### src/sv/kxs_pkg.sv
// Shared types, codes and xorshift helper functions for the keyed xorshift sampler.
// No dependencies; every other file imports this package.
`default_nettype none

package kxs_pkg;

  localparam int unsigned WORD_W  = 64;
  localparam int unsigned CMD_W   = 2;
  localparam int unsigned CNT_W   = 6;            // divider step counter, WORD_W steps
  localparam int unsigned IN_W    = 3 * WORD_W;   // key_i, key_j, modulus
  localparam int unsigned OUT_W   = 2 * WORD_W;   // raw_word, sample_value
  localparam int unsigned FLAG_W  = 2;            // hit, divide_error

  localparam logic [WORD_W-1:0] SEED_RESET = 64'd11515616;
  localparam logic [CNT_W-1:0]  DIV_LAST   = {CNT_W{1'b1}};

  typedef enum logic [CMD_W-1:0] {
    CMD_ADVANCE  = 2'd0,
    CMD_KEYLESS  = 2'd1,
    CMD_ONE_KEY  = 2'd2,
    CMD_TWO_KEY  = 2'd3
  } cmd_t;

  // Datapath operation for the work register in one cycle.
  typedef enum logic [2:0] {
    STEP_NONE  = 3'd0,
    STEP_ADV   = 3'd1,  // state and work <= scramble_a(state)
    STEP_MIXS  = 3'd2,  // work <= mix_a(state)
    STEP_ADDA  = 3'd3,  // work <= state + scramble_a(key_i)
    STEP_MIXA  = 3'd4,  // work <= mix_a(work)
    STEP_ADDB  = 3'd5,  // work <= work + scramble_b(key_j)
    STEP_MIXB  = 3'd6   // work <= mix_b(work)
  } step_t;

  typedef struct packed {
    logic  load;      // capture the input request
    step_t step;
    logic  div_init;  // copy work word into divider, clear remainder
    logic  div_step;  // one restoring divider iteration
    logic  out_load;  // move finished result into the output register
  } kxs_ctl_t;

  typedef struct packed {
    cmd_t cmd;        // command of the request in flight
  } kxs_stat_t;

  function automatic logic [WORD_W-1:0] scramble_a(input logic [WORD_W-1:0] v);
    logic [WORD_W-1:0] t;
    t = v ^ (v << 19);
    t = t ^ (t >> 7);
    t = t ^ (t << 36);
    return t;
  endfunction

  function automatic logic [WORD_W-1:0] mix_a(input logic [WORD_W-1:0] v);
    logic [WORD_W-1:0] t;
    t = v ^ (v << 38);
    t = t ^ (t >> 13);
    t = t ^ (t << 23);
    return t;
  endfunction

  function automatic logic [WORD_W-1:0] scramble_b(input logic [WORD_W-1:0] v);
    logic [WORD_W-1:0] t;
    t = v ^ (v >> 7);
    t = t ^ (t << 23);
    t = t ^ (t >> 8);
    return t;
  endfunction

  function automatic logic [WORD_W-1:0] mix_b(input logic [WORD_W-1:0] v);
    logic [WORD_W-1:0] t;
    t = v ^ (v >> 7);
    t = t ^ (t << 53);
    t = t ^ (t >> 4);
    return t;
  endfunction

endpackage

`default_nettype wire

### src/sv/keyed_xorshift_sampler.sv
// Top level of the keyed xorshift sampler: joins the sequencer and the datapath
// and maps them onto stream channels. Depends on kxs_pkg, kxs_ctrl, kxs_dpath.
//
// Usage:
//   A request enters on the s_axis channel: tuser carries the command (advance,
//   keyless draw, one-key draw, two-key draw), tdata the two keys and the
//   modulus. One result leaves on m_axis for every request: tdata carries the
//   raw word and its remainder by the modulus, tuser the hit and divide-error
//   flags. The seed is to be written through cfg_we/cfg_wdata only while the block
//   is idle; the block does not enforce this. A write also loads the generator state.
//   Each request runs one to four mixing steps (advance and keyless take one,
//   one-key two, two-key four), one divider setup step, the 64 steps of the
//   bit-serial restoring divider and one output load, which waits while an
//   earlier result is still held. One request is in flight at a time; the next
//   is taken only once the sequencer is back in idle.
//   s_axis_tready is high only while the sequencer is idle. A finished result
//   waits in the output register; the next request is accepted while it waits,
//   and its own result is held back until the receiver takes the earlier one.
//   Reset clears the sequencer and output valid and loads the generator state
//   with the default seed 11515616.
`default_nettype none

module keyed_xorshift_sampler (
  input  wire logic                       clk,
  input  wire logic                       rst,
  input  wire logic                       cfg_we,
  input  wire logic [kxs_pkg::WORD_W-1:0] cfg_wdata,
  input  wire logic                       s_axis_tvalid,
  output logic                            s_axis_tready,
  input  wire logic [kxs_pkg::IN_W-1:0]   s_axis_tdata,   // key_i, key_j, modulus
  input  wire logic [kxs_pkg::CMD_W-1:0]  s_axis_tuser,   // cmd
  output logic                            m_axis_tvalid,
  input  wire logic                       m_axis_tready,
  output logic [kxs_pkg::OUT_W-1:0]       m_axis_tdata,   // raw_word, sample_value
  output logic [kxs_pkg::FLAG_W-1:0]      m_axis_tuser    // hit, divide_error
);
  import kxs_pkg::*;

  kxs_ctl_t  ctl;
  kxs_stat_t stat;

  // Sequencer: owns the handshake and steps the datapath through each request.
  kxs_ctrl u_ctrl (
    .clk       (clk),
    .rst       (rst),
    .in_valid  (s_axis_tvalid),
    .in_cmd    (s_axis_tuser),
    .in_ready  (s_axis_tready),
    .out_valid (m_axis_tvalid),
    .out_ready (m_axis_tready),
    .stat      (stat),
    .ctl       (ctl)
  );

  // Datapath: generator state, mixing, remainder and output register.
  kxs_dpath u_dpath (
    .clk       (clk),
    .rst       (rst),
    .cfg_we    (cfg_we),
    .cfg_wdata (cfg_wdata),
    .in_cmd    (s_axis_tuser),
    .in_data   (s_axis_tdata),
    .ctl       (ctl),
    .stat      (stat),
    .out_data  (m_axis_tdata),
    .out_flags (m_axis_tuser)
  );

  // Busy after a request is taken.
  a_busy_after_accept: assert property (@(posedge clk) disable iff (rst)
    (s_axis_tvalid && s_axis_tready) |=> !s_axis_tready)
    else $error("sampler ready right after accepting a request");

  // A result load always raises output valid.
  a_load_sets_valid: assert property (@(posedge clk) disable iff (rst)
    ctl.out_load |=> m_axis_tvalid)
    else $error("output valid missing after result load");

  // A zero modulus reports zero remainder and no hit.
  a_error_clean: assert property (@(posedge clk) disable iff (rst)
    (m_axis_tvalid && m_axis_tuser[1]) |->
      (m_axis_tdata[OUT_W-1:WORD_W] == '0) && !m_axis_tuser[0])
    else $error("divide error with nonzero sample or hit");

  // A hit means the remainder is zero.
  a_hit_zero: assert property (@(posedge clk) disable iff (rst)
    (m_axis_tvalid && m_axis_tuser[0]) |-> (m_axis_tdata[OUT_W-1:WORD_W] == '0))
    else $error("hit flagged with nonzero remainder");

endmodule

`default_nettype wire

### src/sv/kxs_ctrl.sv
// Sequencer for the keyed xorshift sampler: issues mixing steps, divider steps
// and output loads to the datapath. Depends on kxs_pkg.
`default_nettype none

module kxs_ctrl (
  input  wire logic                     clk,
  input  wire logic                     rst,
  input  wire logic                     in_valid,
  input  wire logic [kxs_pkg::CMD_W-1:0] in_cmd,
  output logic                          in_ready,
  output logic                          out_valid,
  input  wire logic                     out_ready,
  input  wire kxs_pkg::kxs_stat_t       stat,
  output kxs_pkg::kxs_ctl_t             ctl
);
  import kxs_pkg::*;

  typedef enum logic [9:0] {
    S_IDLE  = 10'b0000000001,
    S_ADV   = 10'b0000000010,
    S_MIXS  = 10'b0000000100,
    S_ADDA  = 10'b0000001000,
    S_MIXA  = 10'b0000010000,
    S_ADDB  = 10'b0000100000,
    S_MIXB  = 10'b0001000000,
    S_DINIT = 10'b0010000000,
    S_DIV   = 10'b0100000000,
    S_DONE  = 10'b1000000000
  } state_t;

  state_t           state, state_next;
  logic [CNT_W-1:0] cnt;
  logic             out_free;

  assign in_ready = (state == S_IDLE);
  assign out_free = !out_valid || out_ready;

  always_comb begin
    state_next   = state;
    ctl          = '0;
    ctl.step     = STEP_NONE;
    unique case (state)
      S_IDLE: begin
        if (in_valid) begin
          ctl.load = 1'b1;
          unique case (cmd_t'(in_cmd))
            CMD_ADVANCE: state_next = S_ADV;
            CMD_KEYLESS: state_next = S_MIXS;
            CMD_ONE_KEY,
            CMD_TWO_KEY: state_next = S_ADDA;
            default:     state_next = S_ADDA;
          endcase
        end
      end
      S_ADV: begin
        ctl.step   = STEP_ADV;
        state_next = S_DINIT;
      end
      S_MIXS: begin
        ctl.step   = STEP_MIXS;
        state_next = S_DINIT;
      end
      S_ADDA: begin
        ctl.step   = STEP_ADDA;
        state_next = S_MIXA;
      end
      S_MIXA: begin
        ctl.step   = STEP_MIXA;
        state_next = (stat.cmd == CMD_TWO_KEY) ? S_ADDB : S_DINIT;
      end
      S_ADDB: begin
        ctl.step   = STEP_ADDB;
        state_next = S_MIXB;
      end
      S_MIXB: begin
        ctl.step   = STEP_MIXB;
        state_next = S_DINIT;
      end
      S_DINIT: begin
        ctl.div_init = 1'b1;
        state_next   = S_DIV;
      end
      S_DIV: begin
        ctl.div_step = 1'b1;
        if (cnt == DIV_LAST) state_next = S_DONE;
      end
      S_DONE: begin
        if (out_free) begin
          ctl.out_load = 1'b1;
          state_next   = S_IDLE;
        end
      end
      default: state_next = S_IDLE;
    endcase
  end

  always_ff @(posedge clk) begin
    if (rst) begin
      state     <= S_IDLE;
      cnt       <= '0;
      out_valid <= 1'b0;
    end else begin
      state <= state_next;
      if (ctl.div_init) cnt <= '0;
      else if (ctl.div_step) cnt <= cnt + 1'b1;
      if (ctl.out_load) out_valid <= 1'b1;
      else if (out_ready) out_valid <= 1'b0;
    end
  end

endmodule

`default_nettype wire

### src/sv/kxs_dpath.sv
// Datapath of the keyed xorshift sampler: generator state, xorshift mixing,
// restoring remainder unit and output register. Depends on kxs_pkg.
`default_nettype none

module kxs_dpath (
  input  wire logic                      clk,
  input  wire logic                      rst,
  input  wire logic                      cfg_we,
  input  wire logic [kxs_pkg::WORD_W-1:0] cfg_wdata,
  input  wire logic [kxs_pkg::CMD_W-1:0]  in_cmd,
  input  wire logic [kxs_pkg::IN_W-1:0]   in_data,
  input  wire kxs_pkg::kxs_ctl_t         ctl,
  output kxs_pkg::kxs_stat_t             stat,
  output logic [kxs_pkg::OUT_W-1:0]      out_data,
  output logic [kxs_pkg::FLAG_W-1:0]     out_flags
);
  import kxs_pkg::*;

  logic [WORD_W-1:0] gen_state;
  cmd_t              cmd_q;
  logic [WORD_W-1:0] key_i, key_j, modulus;
  logic [WORD_W-1:0] work;
  logic [WORD_W-1:0] word;
  logic [WORD_W-1:0] dvd;
  logic [WORD_W-1:0] rem;
  logic [WORD_W:0]   trial, diff;
  logic              ge;
  logic [WORD_W-1:0] work_next;
  logic              mod_zero;

  assign stat.cmd = cmd_q;

  // Restoring divider: shift in one dividend bit, subtract when it fits.
  assign trial    = {rem, dvd[WORD_W-1]};
  assign diff     = trial - {1'b0, modulus};
  assign ge       = !diff[WORD_W];
  assign mod_zero = (modulus == '0);

  always_comb begin
    unique case (ctl.step)
      STEP_ADV:  work_next = scramble_a(gen_state);
      STEP_MIXS: work_next = mix_a(gen_state);
      STEP_ADDA: work_next = gen_state + scramble_a(key_i);
      STEP_MIXA: work_next = mix_a(work);
      STEP_ADDB: work_next = work + scramble_b(key_j);
      STEP_MIXB: work_next = mix_b(work);
      default:   work_next = work;
    endcase
  end

  always_ff @(posedge clk) begin
    if (rst) begin
      gen_state <= SEED_RESET;
    end else if (cfg_we) begin
      gen_state <= cfg_wdata;
    end else if (ctl.step == STEP_ADV) begin
      gen_state <= work_next;
    end
  end

  always_ff @(posedge clk) begin
    if (ctl.load) begin
      cmd_q   <= cmd_t'(in_cmd);
      key_i   <= in_data[WORD_W-1:0];
      key_j   <= in_data[2*WORD_W-1:WORD_W];
      modulus <= in_data[3*WORD_W-1:2*WORD_W];
    end
    work <= work_next;
    if (ctl.div_init) begin
      word <= work;
      dvd  <= work;
      rem  <= '0;
    end else if (ctl.div_step) begin
      dvd <= dvd << 1;
      rem <= ge ? diff[WORD_W-1:0] : trial[WORD_W-1:0];
    end
    if (ctl.out_load) begin
      out_data[WORD_W-1:0]      <= word;
      out_data[OUT_W-1:WORD_W]  <= mod_zero ? '0 : rem;
      out_flags[0]              <= !mod_zero && (rem == '0);
      out_flags[1]              <= mod_zero;
    end
  end

endmodule

`default_nettype wire

### config.mk
export PLATFORM = sky130hd
export DESIGN_NAME = keyed_xorshift_sampler
export DESIGN_NICKNAME = d
export VERILOG_FILES = /design/src/sv/kxs_pkg.sv /design/src/sv/keyed_xorshift_sampler.sv /design/src/sv/kxs_ctrl.sv /design/src/sv/kxs_dpath.sv
export SDC_FILE = /design/constraint.sdc
export NUM_CORES = 2
export LEC_CHECK = 0
export BUFFER_PORTS_ARGS = -buffer_cell sky130_fd_sc_hd__buf_2
export CAP_MARGIN = 20
export CORE_MARGIN = 2
export CORE_UTILIZATION = 42
export CTS_CLUSTER_SIZE = 40
export DETAILED_ROUTE_END_ITERATION = 10
export GPL_TIMING_DRIVEN = 0
export PLACE_DENSITY = 0.7
export SYNTH_ARGS = -nofsm -noshare
export SYNTH_HDL_FRONTEND = slang
export SYNTH_HIERARCHICAL = 1
export SYNTH_SLANG_ARGS = --single-unit
### constraint.sdc
create_clock -name clk -period 20 [get_ports clk]
set_input_delay 4 -clock clk [delete_from_list [all_inputs] [get_ports clk]]
set_output_delay 4 -clock clk [all_outputs]
set_load 0.02 [all_outputs]
==> run metrics <==
GRT overflow 0; Slew Viols, Final 0; top-area cell type share of the netlist area between 30% and 40%; GPL Wtd Cong roughly 1.0; Worst-Skew Late Latency 0.67 ns; post-synthesis instance total about 4,700; Final setup viols 0; post-route cell area 51,400 um^2; DR DRC count 0; post-CTS sizing 0; Setup WS pre-CTS between 10 and 15 ns; YS warnings 6; Slew headroom roughly 17%; CP arrival approximately 2.5 ns; TritonCTS clock tree yes; DR iter-0 viols 4,853; clock power share roughly 18%; Reg power frac approximately a quarter; Core ar. about 110,000 um^2; largest net degree at the start of global routing 59; setup TNS 0 ns; Required @ worst endpoint around 16 ns; Num CTS Buffers 74; Sw Share between 40% and 50%; EDFF count, synth roughly 450; Hold Path Class flip-flop to flip-flop; Syn Std Cell Area around 45,000 um^2; Final nets approximately 5,600; drt first pass iters 6; NetSw 3930 uW; hold_sp u_dpath/word[0]; ratio of cells with drive above 1 in the final layout between 10% and 20%; most frequent cells in the layout 696 x xnor2_1, 452 x edfxtp_1, 411 x buf_2, 374 x a21oi_1, 341 x nor2_1; initial antenna violation count 10; WL/cell 31.6 um; commonest non-fill, non-tap cell in the layout xnor2_1; overall power 7940 uW; Worst-Margin Slew around 1.3 ns; P_int 4010 uW; RSZ-0062 raised after global routing no; GRT Overall Usage 37.2%; DR vias/cell 6.05; synth unique cells around 100; hold path cells 0; status finished, final reports clean; hpwl dp roughly 170,000 um; htree depth 3; final wirelength between 200,000 and 250,000 um; critical path class flip-flop to output pin; logic gate share of total power between 50% and 60%; Post-CTS Setup Inserts 0; post-route clock period utilization between 30% and 40%; crit path from u_ctrl/state[7]; CP Launch Type flip-flop; Die ar. around 110,000 um^2; Synthesized Nets roughly 5,000; PnR worst setup slack about 14 ns; reg2reg start u_ctrl/state[2]; post-synth top area cell edfxtp_1; Clock Skew roughly 0.029 ns; Reg2Reg Depth 14; number of global-route vias before repair about 39,000; via count ~40,000; hold endpoint u_dpath/out_data[0]; Port Buffer Count between 300 and 400; static leakage power 0.0191 uW; hold_buf cts 0; power per cell area 155 nW/um^2; Worst IR Drop VDD slightly below 0.1 mV; Die H between 300 and 400 um; clock period minus worst slack approximately 6.5 ns; CTS Sinks roughly 660; Core Rows approximately 120; Max-Cap Viols 0; Top FF cell, synth edfxtp_1; clock root cell clkbuf_16; first-pass GRT wire length about 290,000 um; Final Hold Viols 0; Post-DP Area between 40,000 and 50,000 um^2; CP endpoint kind output pin; Synth Register Bits about 660; Max Root-Sink Buffers 3; largest cells by area after synthesis edfxtp_1 30%, xnor2_1 14%, dfxtp_1 9.3%, xor2_1 6.3%, ha_1 5.4%; reg2reg setup slack ~14 ns; f_max ~0.15 GHz; CP max FO 10; Area Growth Syn to Fin 14.3%; Post-Syn Area per Cell 9.60 um^2; die width ~330 um; Top Ports just under 400; Clock Pin Slew Worst Setup and Hold Paths 0.06 ns; RR Endpoint u_dpath/work[49]; Async S/R FF share, synth 0%; sequential area share after synthesis 39.5%; ANT nets after route 0; hold slack 0.413 ns; Initial Utilization 42.5%
==> worst max-delay path by stage <==
stage               slack, ns              endpoint  depth (start not counted)
finish                  13.52         s_axis_tready                          5
global placement         2.25       u_ctrl/state[2]                          4
global route            13.38         s_axis_tready                          5
CTS                     13.47         s_axis_tready                          5
floorplan                6.55       u_ctrl/state[2]                          3
detailed placement      13.79  u_dpath/out_data[14]                          7
==> flip-flops by register name, summed over array words and instances, names as in the netlist <==
name               cells
u_dpath/out_data     128
u_dpath/dvd           64
u_dpath/gen_state     64
u_dpath/key_i         64
u_dpath/key_j         64
u_dpath/modulus       64
u_dpath/rem           64
u_dpath/word          64
u_dpath/work          64
u_ctrl/state          10
u_ctrl/cnt             6
u_dpath/out_flags      2
u_dpath/stat           2
u_ctrl/out_valid       1
==> cells by family after synthesis <==
kind of cell    share of synthesized area [%]
mux                                      3.00
fa+ha+maj                                5.51
flops                                    39.5
buf+inv                                  3.77
simple gates                             11.2
compound gates                           17.0
xor+xnor                                 20.0
==> area by class of cell <==
| class | count | area, um^2 |
|---|---|---|
| clock inverter | 41 | 430 |
| clock buffer | 94 | 2000 |
| buffer | 302 | 1200 |
| multi-input combinational | 3583 | 25500 |
| inverter | 131 | 494 |
| antenna | 6 | 15.0 |
| timing repair buffer | 410 | 2240 |
| fill | 10153 | 54400 |
| tap | 1391 | 1740 |
| sequential | 661 | 17800 |
==> through the flow <==
| step | std cells | util [%] |
|---|---|---|
| 2_1_floorplan | 4677 | - |
| 3_3_place_gp | 6462 | 46.0 |
| 3_5_place_dp | 6478 | 46.3 |
| 4_1_cts | 6613 | 48.6 |
| 5_1_grt | 6613 | 48.6 |
| 6_report | 6619 | 48.6 |
==> synthesized netlist by cell type (all sizes together) (17+ instances only) <==
master and count:
ha 193, nor2 343, o211ai 31, nand4 65
a21o 100, a211oi 86, nand2 277, edfxtp 452
o21bai 36, buf 38, mux2 65, inv 129
dfxtp 209, o221ai 46, nor4 48, and2 17
clkbuf 264, and3 19, a21oi 376, a31oi 28
o31ai 18, xor2 324, or3 28, nor2b 90
a221oi 35, o22ai 32, xnor2 696, mux2i 61
o21a 32, nor3 46, nand3 61, o21ai 240
==> metal layers <==
layer | track usage (%) | part of all wire [%] | up-vias
met1 | 45.1 | 38 | 19476
met3 | 6.22 | 8.0 | 569
met4 | 24.4 | 7.9 | 8
li1 | - | - | 17760
met5 | 0 | 0.024 | -
met2 | 61.2 | 46 | 2249
==> critical path: stages, from the launching register on <==
cell,delay [ns]
dfxtp_1,0.29
clkbuf_1,0.21
nor4_4,0.51
nand4b_1,0.37
inv_1,0.20
buf_2,0.26
==> power by group through the flow <==
stage                     sequential [uW]  combinational [uW]  clock [uW]
after floorplan                      1750                2990           0
after global placement               1940                4490           0
after detailed placement             1910                4470           0
after CTS                            1880                4490        1410
after global routing                 1890                4830        1460
final                                1900                4650        1380
Power figures use the tool's default switching activity.
